## config.mk

```make
export PLATFORM = sky130hd
export DESIGN_NAME = bbo_obuf
export DESIGN_NICKNAME = d
export VERILOG_FILES = /design/src/rtl/core/bounding_box_overlay_assert.svh /design/src/rtl/core/bbo_pkg.sv /design/src/rtl/core/bbo_obuf.sv
export SDC_FILE = /design/constraint.sdc
export NUM_CORES = 1
export LEC_CHECK = 0
export BUFFER_PORTS_ARGS = -buffer_cell sky130_fd_sc_hd__buf_2
export CELL_PAD_IN_SITES_DETAIL_PLACEMENT = 0
export CELL_PAD_IN_SITES_GLOBAL_PLACEMENT = 1
export CORE_ASPECT_RATIO = 1.4
export CORE_UTILIZATION = 30
export DETAILED_ROUTE_END_ITERATION = 8
export PLACE_DENSITY_LB_ADDON = 0.3
export SYNTH_ARGS = -nofsm -noshare
export SYNTH_HDL_FRONTEND = slang
export SYNTH_SLANG_ARGS = --single-unit
```

## constraint.sdc

```tcl
create_clock -name clk_i -period 2.8 [get_ports clk_i]
set_input_delay 0.28 -clock clk_i [delete_from_list [all_inputs] [get_ports clk_i]]
set_output_delay 0.28 -clock clk_i [all_outputs]
set_load 0.03 [all_outputs]
```

## src/rtl/core/bounding_box_overlay_assert.svh

```systemverilog
// assertion macros for the bounding box overlay block
// used by the top level only, no other dependencies
`ifndef BOUNDING_BOX_OVERLAY_ASSERT_SVH
`define BOUNDING_BOX_OVERLAY_ASSERT_SVH

// same-cycle implication under asynchronous active-low reset
`define BBO_ASSERT_IMP(lbl, clk, rstn, ante, cons, msg) \
  lbl: assert property (@(posedge clk) disable iff (!rstn) (ante) |-> (cons)) \
    else $error(msg);

// next-cycle implication under asynchronous active-low reset
`define BBO_ASSERT_NXT(lbl, clk, rstn, ante, cons, msg) \
  lbl: assert property (@(posedge clk) disable iff (!rstn) (ante) |=> (cons)) \
    else $error(msg);

`endif

```

## src/rtl/core/bbo_pkg.sv

```systemverilog
// shared types and constants of the bounding box overlay
// no dependencies
package bbo_pkg;

  localparam int MaxBoxes  = 16;
  localparam int CoordBits = 12;
  localparam int SlotBits  = 4;
  localparam int PixBits   = 8;
  localparam int PlaneBits = 2;
  localparam int OpBits    = 2;

  localparam int CfgIdxBits  = 2;
  localparam int CfgDataBits = 8;

  localparam int InDataBits  = 88;
  localparam int InUserBits  = OpBits + PlaneBits;
  localparam int OutDataBits = PixBits;

  localparam int CellIdxBits = ($clog2(MaxBoxes) > SlotBits) ? $clog2(MaxBoxes) : SlotBits;

  typedef enum logic [OpBits-1:0] {
    OpLoad  = 2'd0,
    OpClear = 2'd1,
    OpPixel = 2'd2
  } op_e;

  typedef enum logic [CfgIdxBits-1:0] {
    CfgLayout = 2'd0,
    CfgLuma   = 2'd1,
    CfgCb     = 2'd2,
    CfgCr     = 2'd3
  } cfg_idx_e;

  localparam logic [PlaneBits-1:0] PlaneY = 2'd0;
  localparam logic [PlaneBits-1:0] PlaneU = 2'd1;
  localparam logic [PlaneBits-1:0] PlaneV = 2'd2;

  typedef logic [CoordBits-1:0] coord_t;
  typedef logic [CoordBits:0]   coord_ext_t;

  typedef struct packed {
    logic                 valid;
    op_e                  op;
    logic [SlotBits-1:0]  slot;
    coord_t               x;
    coord_t               y;
    coord_t               w;
    coord_t               h;
    logic [PlaneBits-1:0] plane;
    coord_t               col;
    coord_t               row;
    logic [PixBits-1:0]   pix;
    logic                 hit;
  } item_t;

  typedef struct packed {
    logic [PixBits-1:0] pix;
    logic               border;
  } result_t;

endpackage

```

## src/rtl/core/bbo_obuf.sv

```systemverilog
// two-entry output buffer that decouples the cell chain from the result stream
// depends on bbo_pkg
module bbo_obuf (
  input  logic                               clk_i,
  input  logic                               rst_ni,
  input  logic                               push_i,
  input  bbo_pkg::result_t                   data_i,
  output logic                               ready_o,
  output logic                               m_axis_tvalid,
  input  logic                               m_axis_tready,
  output logic [bbo_pkg::OutDataBits-1:0]    m_axis_tdata,  // pixel_out
  output logic                               m_axis_tuser   // on_border
);

  bbo_pkg::result_t mem_q [2];
  logic             wr_ptr_q, rd_ptr_q;
  logic [1:0]       cnt_q, cnt_d;
  logic             pop;

  assign ready_o       = (cnt_q != 2'd2);
  assign m_axis_tvalid = (cnt_q != 2'd0);
  assign pop           = m_axis_tvalid && m_axis_tready;
  assign m_axis_tdata  = mem_q[rd_ptr_q].pix;
  assign m_axis_tuser  = mem_q[rd_ptr_q].border;

  always_comb begin
    cnt_d = cnt_q;
    if (push_i && !pop) begin
      cnt_d = cnt_q + 2'd1;
    end else if (pop && !push_i) begin
      cnt_d = cnt_q - 2'd1;
    end
  end

  always_ff @(posedge clk_i or negedge rst_ni) begin
    if (!rst_ni) begin
      cnt_q    <= 2'd0;
      wr_ptr_q <= 1'b0;
      rd_ptr_q <= 1'b0;
    end else begin
      cnt_q <= cnt_d;
      if (push_i) begin
        wr_ptr_q <= ~wr_ptr_q;
      end
      if (pop) begin
        rd_ptr_q <= ~rd_ptr_q;
      end
    end
  end

  always_ff @(posedge clk_i) begin
    if (push_i) begin
      mem_q[wr_ptr_q] <= data_i;
    end
  end

endmodule

```

=== Word-level counts from Yosys, hierarchy flattened ===
Memory sizes are Yosys's and may differ from the RTL's.
Index checks and enable logic that the tools add are counted.

* Add/subtract/negate cells: 2
* Equality and inequality tests: 1
* Multiplexer cells: 4
* Bitwise logic cells: 2
* Reduce and logical (&&, ||, !) cells: 7

{| class="wikitable"
|+ Operator list
! kind !! count
|-
| $mux 2 || 2
|-
| $reduce_bool 2->1 || 2
|-
| $logic_and 1x1->1 || 3
|-
| $add 2x1->2 const B || 1
|-
| $logic_not 1->1 || 2
|-
| $mux 1 || 2
|-
| $ne 2x2->1 const B || 1
|-
| $not 1->1 || 2
|-
| $sub 2x1->2 const B || 1
|}

* Register bits: 4
* Bits in writable memories: 18
* Input bits: 13
* Memories kept: 1

{| class="wikitable"
|+ Memory list
! name !! words !! bits a word !! rd ports !! clocked after Yosys merged registers in !! wr ports !! line !! text
|-
| mem_q || 2 || 9 || 1 || 0 || 1 || bbo_obuf.sv:15 || <nowiki>bbo_pkg::result_t mem_q [2];</nowiki>
|}

=== Longest topological paths before layout ===
* Depth in word-level cells: 5
* Gate-level depth with buffers: 6
* Depth with buffers taken out: 6

=== Least setup slack after synthesis ===
OpenSTA, ideal clock, no wires.

* Path type: register to register
* Start: reg cnt_q[0]
* End: reg cnt_q[1]
* Setup time: 0.125 ns
* Data arrival time: 1.255 ns
* Data required time: 2.675 ns
* Slack: 1.420 ns
* Cell stages (with the launch flop): 7
* Path buffers: 0
* Cell sequence: dfrtp_1 > or2_4 > nand2_4 > ha_1 > xor2_1 > nor2_1 > xor2_1

* Cells in the longest elaborated chain, start to end: 5
* Elaborated cells between the ends (all ways): 10
* Classes of those cells: add/sub: 2; mux: 2; reduce/logical: 6

{| class="wikitable"
|+ Ends and longest elaborated chain
! what !! line !! text
|-
| from (decl) || bbo_obuf.sv:17 || <nowiki>logic [1:0] cnt_q, cnt_d;</nowiki>
|-
| from (signal assigned) || bbo_obuf.sv:41 || <nowiki>cnt_q <= cnt_d;</nowiki>
|-
| $reduce_bool 2->1 * || bbo_obuf.sv:21 || <nowiki>assign m_axis_tvalid = (cnt_q != 2'd0);</nowiki>
|-
| named net m_axis_tvalid || bbo_obuf.sv:9 || <nowiki>output logic m_axis_tvalid,</nowiki>
|-
| $logic_and 1x1->1 * || bbo_obuf.sv:22 || <nowiki>assign pop = m_axis_tvalid && m_axis_tready;</nowiki>
|-
| $logic_not 1->1 || bbo_obuf.sv:28 || <nowiki>if (push_i && !pop) begin</nowiki>
|-
| $logic_and 1x1->1 || bbo_obuf.sv:28 ||
|-
| $mux 2 or $reduce_bool 2->1 (tied branches) || n/a ||
|}

Mark *: on every way through the listed nets, which the timed path passes. The rest lies on a longest branch. The select of a mux whose other input is x is not followed.
A chain may end at the register's enable or synchronous reset.

=== Worst setup path after layout ===
* Start: reg rd_ptr_q
* End: out m_axis_tuser

* Cells in the longest elaborated chain, start to end: 1

{| class="wikitable"
|+ Ends and longest elaborated chain
! what !! line !! text
|-
| from (decl) || bbo_obuf.sv:16 || <nowiki>logic wr_ptr_q, rd_ptr_q;</nowiki>
|-
| from (signal assigned) || bbo_obuf.sv:46 || <nowiki>rd_ptr_q <= ~rd_ptr_q;</nowiki>
|-
| $mem_v2 2x9 || n/a ||
|-
| to (decl) || bbo_obuf.sv:12 || <nowiki>output logic m_axis_tuser</nowiki>
|}

No other way between the ends.

==> results.cfg <==
[floorplan]
placementRows = 22
initial_core_util_pct = 32.1
io_pins = 24
die_h_um = 64.9
core_sq_um = 2640
die_area_sq_um = 3050
dieWidth_um = 46.9

[timing]
hold_viol_final = 0
worstMarginPinSlew_ns = 0.783
slew_viol_final = 0
finClkSkew_ns = 0.00123
slew_headroom_pct = 47.7
fmax_mhz = 567
min_period_over_period_pct = 62.9
finalSetupViolations = 0
holdWs_ns = 0.174
min_period_ns = 1.76
rsz0062_at_grt = false
finalSetupTns_ns = 0

[worst_setup_path]
critical_path_arrival_ns = 1.48
critPathLaunchType = flop
crit_path_max_incr_delay_ns = 0.63
worstSetupPathType = flop to primary output
critPathSlowestCell = dfrtp_1
crit_fanout = 10
setup.worst_path.end_class = primary output
crit_path_cell_trace = mux2_2 -> buf_2
worstPathRequired_ns = 2.52

[yosys]
synthCells = 44
synth_nets = 58
synth_area_sq_um = 848
avgSynthCellArea_sq_um = 19.3
yosysWarnings = 0
yosys_register_bits = 22
seq_area_frac_synth_pct = 75.5
yosysUniqueCellTypes = 13

[routing]
drc_errors = 0
first_pass_iters = 2
antenna_left = 0
post_drt_wl_per_cell_um = 10.8
wl_mm = 1.15
num_vias = 447
vias_per_cell = 4.18
drt_iter0_drc = 2

[status]
run_status = complete, no violations

[clock_tree]
cts_setup_buffers = 0
htreeDepth = 1
root_buffer = clkbuf_4
clkTransAtPathRegs_ns = 0.11
cts_resized = 0
cts_tree = built
clock_sinks = 22
clk_path_buf_depth = 2
clk_latency_ns = 0.29
numCtsBuffers = 3

[power_and_ir_drop]
powerDensity_nw_per_um2 = 1010
ir_worst_vdd_mv = 0.446
p_leak_nw = 0.403

[global_routing]
grt_pass1_wl_mm = 1.87
grt_start_max_net_pins = 13
gr-total-overflow = 0
first_global_vias = 439
antenna_found_initial = 0
track_usage_pct = 8.83

[finish]
num-fill-cells = 281
layout-drive-gt1-share_pct = 52.1
antenna_cells = 0
mostFrequentLayoutCells = 23 x buf_2, 18 x edfxtp_1, 9 x mux2_2, 4 x dfrtp_1
fin_nets = 86
area_growth_pct = 22.3
layout_commonest_cell = buf_2

[flow_run]
drv_cap = 0

[placement]
portBuffers = 23
place_hpwl_um = 860
place.gp.congestion = 0.605

[worst_hold_path]
hp-class = primary input to flop
## cell usage after synthesis
cell type,instances,share of area (%)
edfxtp_1,18,64
mux2_2,9,12
dfrtp_1,4,12
xor2_1,3,3.1
xnor2_1,2,2.1
and2_1,1,0.74
buf_4,1,0.89
ha_1,1,1.5
nand2_4,1,1.3
nand2b_1,1,0.74
nor2_1,1,0.44
nor2b_1,1,0.74
or2_4,1,1.0
## path summary, 6_finish.rpt
check	start	to	slack, ns	cells past startpoint
max in group asynchronous	rst_ni	cnt_q[1]$_DFFE_PN0P_	2.39	2
setup / recovery	rd_ptr_q$_DFFE_PN0P_	m_axis_tuser	1.04	2
setup reg to reg	cnt_q[0]$_DFFE_PN0P_	cnt_q[1]$_DFFE_PN0P_	1.40	6
hold reg to reg	wr_ptr_q$_DFFE_PN0P_	wr_ptr_q$_DFFE_PN0P_	0.49	1
hold / removal	data_i[4]	mem_q[0][4]$_DFFE_PP_	0.17	1
min in group asynchronous	rst_ni	cnt_q[0]$_DFFE_PN0P_	0.30	2
## cell type report
type / instances / area, sq um / area share (%)
Multi-Input combinational cell: 21 / 200 / 19.3
Timing Repair Buffer: 24 / 125 / 12.1
Clock buffer: 4 / 26.3 / 2.53
Sequential cell: 22 / 641 / 61.8
Tap cell: 36 / 45.0 / 4.34
## cells by family (layout without fill, tap and decap cells)
logic type / count (synthesis) / in the layout / synth area share [%]
flops: 22 / 22 / 75.5
simple gates: 6 / 6 / 5.02
fa+ha+maj: 1 / 1 / 1.47
mux: 9 / 9 / 11.9
buf+inv: 1 / 28 / 0.885
xor+xnor: 5 / 5 / 5.16
## flip-flops by register name (all words and copies together), names as in the netlist
signal,flops
wr_ptr_q,1
rd_ptr_q,1
mem_q,18
cnt_q,2
## critical path: cells and delay by family (launching register included)
family / cells / cell delay, ns
flops: 1 / 0.63
mux: 1 / 0.39
buf+inv: 1 / 0.18
## per-stage QoR
stage | worst slack (ns) | utilization (%) | total power, mW | std cells | area (sq um)
after floorplan | 1.42 | - | 0.825 | 44 | 848
after global placement | 1.31 | 37.9 | 0.920 | 102 | 1000
after detailed placement | 1.34 | 37.9 | 0.923 | 102 | 1000
after CTS | 1.00 | 39.3 | 1.06 | 107 | 1040
after global routing | 0.942 | 39.3 | 1.12 | 107 | 1040
final | 1.04 | 39.3 | 1.05 | 107 | 1040
## metal layers
layer / vias up / GRT usage (%) / routed length, um
met2: 16 / 15.3 / 602
met3: 0 / 3.06 / 84
li1: 216 / - / -
met1: 215 / 9.44 / 465
met5: - / 0 / 0
met4: 0 / 3.21 / 0
## timing repair
action,in CTS,in global routing
hold endpoints to repair,4,0
hold buffers,1,0
endpoints found under the setup margin,0,0
## where the power goes
part           internal [mW]  total (mW)  switching (mW)  leakage, nW
Clock                 0.0553       0.138          0.0830       0.0150
Combinational          0.162       0.403           0.240        0.173
Sequential             0.445       0.506          0.0611        0.216
Total                  0.662        1.05           0.384        0.403
No activity file was read; power rests on OpenSTA's default activity.
