### src/rtl/core/bounding_box_overlay_assert.svh
// assertion macros for the bounding box overlay block
// used by the top level only, no other dependencies
`ifndef BOUNDING_BOX_OVERLAY_ASSERT_SVH
`define BOUNDING_BOX_OVERLAY_ASSERT_SVH

// same-cycle implication under asynchronous active-low reset
`define BBO_ASSERT_IMP(lbl, clk, rstn, ante, cons, msg) \
  lbl: assert property (@(posedge clk) disable iff (!rstn) (ante) |-> (cons)) \
    else $error(msg);

// next-cycle implication under asynchronous active-low reset
`define BBO_ASSERT_NXT(lbl, clk, rstn, ante, cons, msg) \
  lbl: assert property (@(posedge clk) disable iff (!rstn) (ante) |=> (cons)) \
    else $error(msg);

`endif

### src/rtl/core/bbo_pkg.sv
// shared types and constants of the bounding box overlay
// no dependencies
package bbo_pkg;

  localparam int MaxBoxes  = 16;
  localparam int CoordBits = 12;
  localparam int SlotBits  = 4;
  localparam int PixBits   = 8;
  localparam int PlaneBits = 2;
  localparam int OpBits    = 2;

  localparam int CfgIdxBits  = 2;
  localparam int CfgDataBits = 8;

  localparam int InDataBits  = 88;
  localparam int InUserBits  = OpBits + PlaneBits;
  localparam int OutDataBits = PixBits;

  localparam int CellIdxBits = ($clog2(MaxBoxes) > SlotBits) ? $clog2(MaxBoxes) : SlotBits;

  typedef enum logic [OpBits-1:0] {
    OpLoad  = 2'd0,
    OpClear = 2'd1,
    OpPixel = 2'd2
  } op_e;

  typedef enum logic [CfgIdxBits-1:0] {
    CfgLayout = 2'd0,
    CfgLuma   = 2'd1,
    CfgCb     = 2'd2,
    CfgCr     = 2'd3
  } cfg_idx_e;

  localparam logic [PlaneBits-1:0] PlaneY = 2'd0;
  localparam logic [PlaneBits-1:0] PlaneU = 2'd1;
  localparam logic [PlaneBits-1:0] PlaneV = 2'd2;

  typedef logic [CoordBits-1:0] coord_t;
  typedef logic [CoordBits:0]   coord_ext_t;

  typedef struct packed {
    logic                 valid;
    op_e                  op;
    logic [SlotBits-1:0]  slot;
    coord_t               x;
    coord_t               y;
    coord_t               w;
    coord_t               h;
    logic [PlaneBits-1:0] plane;
    coord_t               col;
    coord_t               row;
    logic [PixBits-1:0]   pix;
    logic                 hit;
  } item_t;

  typedef struct packed {
    logic [PixBits-1:0] pix;
    logic               border;
  } result_t;

endpackage

### src/rtl/core/bbo_cell.sv
// one chain cell: holds one box slot and tests the passing pixel against it
// depends on bbo_pkg
module bbo_cell (
  input  logic                             clk_i,
  input  logic                             rst_ni,
  input  logic                             en_i,
  input  logic [bbo_pkg::CellIdxBits-1:0]  idx_i,
  input  logic                             planar_i,
  input  bbo_pkg::item_t                   item_i,
  output bbo_pkg::item_t                   item_o
);

  localparam int Cb = bbo_pkg::CoordBits;

  logic                   box_vld_q;
  bbo_pkg::coord_t        bx_q, by_q;
  bbo_pkg::coord_ext_t    bxe_q, bye_q;
  bbo_pkg::coord_t        ex_x, ex_y;
  bbo_pkg::item_t         item_q, item_d;
  logic                   vld_q;

  logic                   is_load, is_clear, is_pix;
  bbo_pkg::coord_t        c, r, c_half, r_half, bx_half, by_half, bxe_half, bye_half;
  bbo_pkg::coord_ext_t    c_e, r_e;
  logic                   l_in, l_edge, c_in, c_edge;
  logic                   side_b, span_b, side_p, span_p;
  logic                   hit_here;

  assign is_pix   = item_i.valid && (item_i.op == bbo_pkg::OpPixel);
  assign is_clear = item_i.valid && (item_i.op == bbo_pkg::OpClear);
  assign is_load  = item_i.valid && (item_i.op == bbo_pkg::OpLoad) &&
                    (bbo_pkg::CellIdxBits'(item_i.slot) == idx_i);

  // corners and sizes are stored rounded down to even
  assign ex_x = {item_i.x[Cb-1:1], 1'b0};
  assign ex_y = {item_i.y[Cb-1:1], 1'b0};

  assign c        = item_i.col;
  assign r        = item_i.row;
  assign c_e      = {1'b0, c};
  assign r_e      = {1'b0, r};
  assign c_half   = c >> 1;
  assign r_half   = r >> 1;
  assign bx_half  = bx_q >> 1;
  assign by_half  = by_q >> 1;
  assign bxe_half = bxe_q[Cb:1];
  assign bye_half = bye_q[Cb:1];

  // luma rows: y .. y+h-1, edge rows y, y+1 at top and y+h-2, y+h-1 at bottom
  assign l_in   = (r_e >= {1'b0, by_q}) && (r_e < bye_q);
  assign l_edge = (r_half == by_half) || (({1'b0, r_half} + 1'b1) == {1'b0, bye_half});

  // chroma rows: y/2 .. (y+h)/2-1, one edge row at top and bottom
  assign c_in   = (r >= by_half) && (r < bye_half);
  assign c_edge = (r == by_half) || ((r_e + 1'b1) == {1'b0, bye_half});

  // byte columns, shared by luma and interleaved chroma
  assign side_b = (c_half == bx_half) || (c_half == bxe_half);
  assign span_b = (c_e >= {1'b0, bx_q}) && (c_e < bxe_q);

  // planar chroma columns
  assign side_p = (c == bx_half) || (c == bxe_half);
  assign span_p = (c >= bx_half) && (c < bxe_half);

  always_comb begin
    hit_here = 1'b0;
    case (item_i.plane)
      bbo_pkg::PlaneY: begin
        hit_here = l_in && (side_b || (l_edge && span_b));
      end
      bbo_pkg::PlaneU: begin
        if (planar_i) begin
          hit_here = c_in && (side_p || (c_edge && span_p));
        end else begin
          hit_here = c_in && (side_b || (c_edge && span_b));
        end
      end
      bbo_pkg::PlaneV: begin
        hit_here = planar_i && c_in && (side_p || (c_edge && span_p));
      end
      default: begin
        hit_here = 1'b0;
      end
    endcase
    hit_here = hit_here && box_vld_q && is_pix;
  end

  always_comb begin
    item_d     = item_i;
    item_d.hit = item_i.hit || hit_here;
  end

  always_ff @(posedge clk_i or negedge rst_ni) begin
    if (!rst_ni) begin
      box_vld_q <= 1'b0;
      vld_q     <= 1'b0;
    end else if (en_i) begin
      vld_q <= item_i.valid;
      if (is_clear) begin
        box_vld_q <= 1'b0;
      end else if (is_load) begin
        box_vld_q <= 1'b1;
      end
    end
  end

  always_ff @(posedge clk_i) begin
    if (en_i) begin
      item_q <= item_d;
      if (is_load) begin
        bx_q  <= ex_x;
        by_q  <= ex_y;
        bxe_q <= {1'b0, ex_x} + {1'b0, item_i.w[Cb-1:1], 1'b0};
        bye_q <= {1'b0, ex_y} + {1'b0, item_i.h[Cb-1:1], 1'b0};
      end
    end
  end

  always_comb begin
    item_o       = item_q;
    item_o.valid = vld_q;
  end

endmodule

### config.mk
export PLATFORM = sky130hd
export DESIGN_NAME = bbo_cell
export DESIGN_NICKNAME = d
export VERILOG_FILES = /design/src/rtl/core/bounding_box_overlay_assert.svh /design/src/rtl/core/bbo_pkg.sv /design/src/rtl/core/bbo_cell.sv
export SDC_FILE = /design/constraint.sdc
export NUM_CORES = 1
export LEC_CHECK = 0
export BUFFER_PORTS_ARGS = -buffer_cell sky130_fd_sc_hd__buf_2
export CAP_MARGIN = 30
export CORE_ASPECT_RATIO = 1.5
export CORE_UTILIZATION = 40
export CTS_CLUSTER_DIAMETER = 30
export DETAILED_ROUTE_END_ITERATION = 6
export GPL_TIMING_DRIVEN = 0
export HOLD_SLACK_MARGIN = 0.05
export PLACE_DENSITY = 0.64
export SYNTH_ARGS = -nofsm -noshare
export SYNTH_HDL_FRONTEND = slang
export SYNTH_SLANG_ARGS = --single-unit
### constraint.sdc
create_clock -name clk_i -period 6.38 [get_ports clk_i]
set_input_delay 1.276 -clock clk_i [delete_from_list [all_inputs] [get_ports clk_i]]
set_output_delay 1.276 -clock clk_i [all_outputs]
set_load 0.05 [all_outputs]
# Word-level counts from Yosys, hierarchy flattened

Cells that the tools add are included.
Widths: inputs -> output; s select.

Bits in registers: 139
Input bits: 98
Output and inout bits: 90
Word-level logic and storage cells: 77

Add/subtract/negate cells: 4
Magnitude comparators: 8
Eq/ne operators: 13
Mux-type cells: 4
Reduce and logical (&&, ||, !) cells: 31

Operators with widths:

| kind                  | number |
|---|---|
| $add 12x12->13        | 2 |
| $lt 12x13->1          | 2 |
| $eq 12x11->1          | 2 |
| $eq 12x12->1          | 2 |
| $ge 12x11->1          | 2 |
| $ge 12x12->1          | 2 |
| $lt 12x12->1          | 2 |
| $eq 11x11->1          | 2 |
| $logic_and 1x1->1     | 18 |
| $add 12x1->13 const B | 1 |
| $eq 13x12->1          | 1 |
| $add 11x1->12 const B | 1 |
| $eq 11x12->1          | 1 |
| $logic_or 1x1->1      | 8 |
| $eq 2x1->1 const B    | 2 |
| $eq 2x2->1 const B    | 2 |
| $eq 4x4->1            | 1 |
| $logic_not 2->1       | 2 |
| $reduce_and 2->1      | 2 |
| $mux 1                | 3 |
| $pmux 1 s3            | 1 |
| $reduce_bool 2->1     | 1 |

# Longest topological paths before layout

Depth after elaboration: 11
Mapped depth: 10

# Worst setup path after synthesis

OpenSTA, ideal clock, no wires.

Kind: in2reg
Start: in en_i
End: reg bx_q[10] (enable)
Setup time: 0.509 ns
Arrival time: 4.730 ns
Data required time: 5.871 ns
Setup slack: 1.141 ns
Stages: 4
Path through: nand2_1 -> nor2_1 -> nand4_1 -> nor3_1

Cells in the longest elaborated chain, start to end: 1

Ends and longest elaborated chain:

| element                    | line            | source |
|---|---|---|
| from (decl)                | bbo_cell.sv:6   | `input logic en_i,` |
| $reduce_and 2->1 (no line) | --              |  |
| to (signal assigned)       | bbo_cell.sv:111 | `bx_q <= ex_x;` |
| to (decl)                  | bbo_cell.sv:16  | `bbo_pkg::coord_t bx_q, by_q;` |

No other way between the ends.
A chain may end at the register's enable or synchronous reset.

==> metrics.txt <==
outcome finished clean; worst min path class reg2reg; routed length per instance between 15 and 20 um; hold slack final 0.535 ns; clk_skew 0.00658 ns; Fill cells 1,813; 1st-pass router iterations 4; initial antenna violation count 4; Yosys cell types 67; crit path buf inv count 2; final hold viol count 0; Die Area 0.0207 sq mm; via count 5,923; syn avg cell area about 12 sq um; number of instances in the placed design 1,108; hold-fix buffers at CTS 0; asr flop ratio synth 0.0146; Placed Area 0.00939 sq mm; crit path cell chain buf_2, ha_1, buf_6, nand3_2, or4_4, and3_1, a211oi_2, o41ai_1, a41oi_1, o31ai_2; post-cts gate resize count 0; Mapped Area between 0.008 and 0.009 sq mm; fin util 0.505; Vias/cell 5.19; hpwl dp 15,000 um; RD Place Congestion 0.886; Max VDD drop approximately 0.00020 V; FF+latch count, synth ~140; r2r setup slk between 3 and 4 ns; Post-Route WL 18,600 um; HP Start vld_q; RSZ-0062 raised after global routing no; Port Buffer Count 187; syn_nets 870; CP max stage delay 0.56 ns; max frequency just over 0.3 GHz; max-slew violation count 0; area taken by flip-flops and latches 0.00410 sq mm; initial core utilization 0.408; Ys Warns 0; Post-CTS Setup Bufs 0; Worst EP arrival 3.39 ns; H-tree depth 4; Post-synth EDFFs 135; Syn-to-layout area delta 23.8%; core area ~0.020 sq mm; TritonCTS Buffers 17; global-route wire length before repair 29,700 um; clk sinks 137; initial drt markers 245; Rows between 60 and 70; slowest library cell on the worst path or4_4; Rel. slew slack 0.506; Worst-Skew Late Latency 0.43 ns; worst slew pin tran about 0.72 ns; CP max FO 12; Setup crit end kind flip-flop; largest net degree at the start of global routing 49; # setup viols final 0; Reg clk slew, reported paths roughly 0.06 ns; Remaining Overflow, GRT 0; CTS tree built; Crit path max-delay family simple AND/OR/NAND/NOR gates; Power Density 248 mW/mm^2; Crit Path Category in2reg; max cap viols 0; crit path launch type input port; sequential fraction of the synthesis area 0.510; Crit path required time 6.55 ns; Multi-input gate area 0.00358 sq mm; vias in the first global route 6,124; FF-to-FF Start by_q[11]; I/O pin count roughly 190; GRT Total Usage 0.188; Clock Root Buffer clkbuf_16; CTS Buffer Depth 2; Setup crit start item_i[11]; part of the cycle the worst path needs 0.505; nets 1,081; Final Power 2470 uW; DRT antenna net count 0; Pleak 0.00437 uW; Final Cell Area 0.00995 sq mm; final routed DRC violation total 0; Synth Flop Type edfxtp_1; die width about 120 um; Mapped Cells ~660; fin crit period 3.22 ns; Final Non-Filler Cells 1,142; die height 176 um; layout cells sized above 1 0.281
-- cell usage after synthesis, types with 5 or more instances --
cell type | count | area, sq um
a21oi_1 | 42 | 210
nor2b_1 | 9 | 56.3
nor3_1 | 14 | 70.1
edfxtp_1 | 135 | 4050
nand4_1 | 13 | 81.3
ha_1 | 114 | 1430
nand3_1 | 12 | 60.1
nor2_1 | 22 | 82.6
o21a_1 | 8 | 60.1
a21o_1 | 16 | 120
inv_1 | 69 | 259
xor2_1 | 19 | 166
o21ai_1 | 11 | 55.1
buf_6 | 6 | 67.6
a211oi_1 | 5 | 37.5
nor4_1 | 6 | 37.5
or3_1 | 6 | 37.5
xnor2_1 | 23 | 201
nand2_1 | 21 | 78.8
o211ai_1 | 8 | 60.1
o21ai_0 | 15 | 75.1
-- worst paths after layout --
path / end / depth (start not counted)
hold / removal: vld_q / 2
min in group asynchronous: box_vld_q / 1
setup / recovery: item_o[0] / 10
hold reg to reg: vld_q / 2
setup reg to reg: item_o[0] / 9
max in group asynchronous: vld_q / 1
-- power breakdown --
group / internal (uW) / switching (uW)
clock network: 570 / 368
logic: 141 / 327
registers: 1050 / 11.9
total: 1760 / 707
-- cells by family after synthesis --
group	count (synthesis)	share of synthesized area
adders and majority gates	116	0.182
xor gates and xnor gates	42	0.0457
muxes	1	0.00124
AOI/OAI and AO/OA	145	0.120
DFF	137	0.510
and+or+nand+nor	135	0.0954
buffers and inverters	80	0.0445
-- sequential cells by signal, indices dropped and copies added (netlist names) --
name       flops
box_vld_q      1
bx_q          11
bxe_q         12
by_q          11
bye_q         12
item_o        89
vld_q          1
-- stage by stage --
stage / setup TNS [ns] / setup WS, ns
after floorplan: 0 / 1.14
after global placement: -100.51 / -2.15
after detailed placement: 0 / 2.76
after CTS: 0 / 3.21
after global routing: 0 / 3.04
final: 0 / 3.16
-- cell usage in the layout (no fill, tap or decap), types with 3 or more instances in the layout --
| cell type | netlist | routed |
|---|---|---|
| o22ai_1 | 3 | 3 |
| clkinv_2 | 0 | 4 |
| a21o_1 | 16 | 16 |
| o21ai_1 | 11 | 11 |
| or3_1 | 6 | 6 |
| o21ai_0 | 15 | 15 |
| ha_1 | 114 | 114 |
| and4_1 | 3 | 3 |
| a211oi_1 | 5 | 5 |
| buf_2 | 1 | 187 |
| o21a_1 | 8 | 8 |
| edfxtp_1 | 135 | 135 |
| clkbuf_16 | 0 | 17 |
| xor2_1 | 19 | 19 |
| nor2_1 | 22 | 22 |
| inv_1 | 69 | 69 |
| a311oi_1 | 3 | 3 |
| or2_2 | 4 | 4 |
| a21oi_1 | 42 | 42 |
| buf_6 | 6 | 9 |
| xnor2_1 | 23 | 23 |
| o41ai_1 | 3 | 3 |
| nand4b_1 | 4 | 4 |
| nand2b_1 | 4 | 4 |
| nand2_1 | 21 | 21 |
| clkinv_4 | 0 | 4 |
| nor2b_1 | 9 | 9 |
| buf_4 | 3 | 4 |
| nand3_1 | 12 | 12 |
| nand4_1 | 13 | 13 |
| nor3_1 | 14 | 13 |
| and3_1 | 3 | 3 |
| o2111ai_1 | 4 | 4 |
| nor4_1 | 6 | 6 |
| o211ai_1 | 8 | 8 |
| a31oi_1 | 3 | 3 |
-- cell type report --
class                           instances  share of cell area
Timing Repair Buffer                  192               0.102
Inverter                               70              0.0264
Tap cell                              260              0.0327
Clock inverter                         13              0.0131
Buffer                                 10             0.00955
Antenna cell                            2            0.000503
Multi-Input combinational cell        439               0.360
Sequential cell                       137               0.412
Clock buffer                           19              0.0435
-- routing by layer --
metal  share of wire  vias up  global-route usage
met5          0.0014        -                   0
met4           0.037        4              0.0994
met3           0.048       46              0.0510
met2            0.56      158               0.356
met1            0.36     2794               0.184
li1                -     2921                   -
-- tightest hold or removal path: stages (launching register included) --
cell,delay [ns]
dfrtp_1,0.38
inv_1,0.05
o21ai_0,0.06
Power figures use the tool's default switching activity.
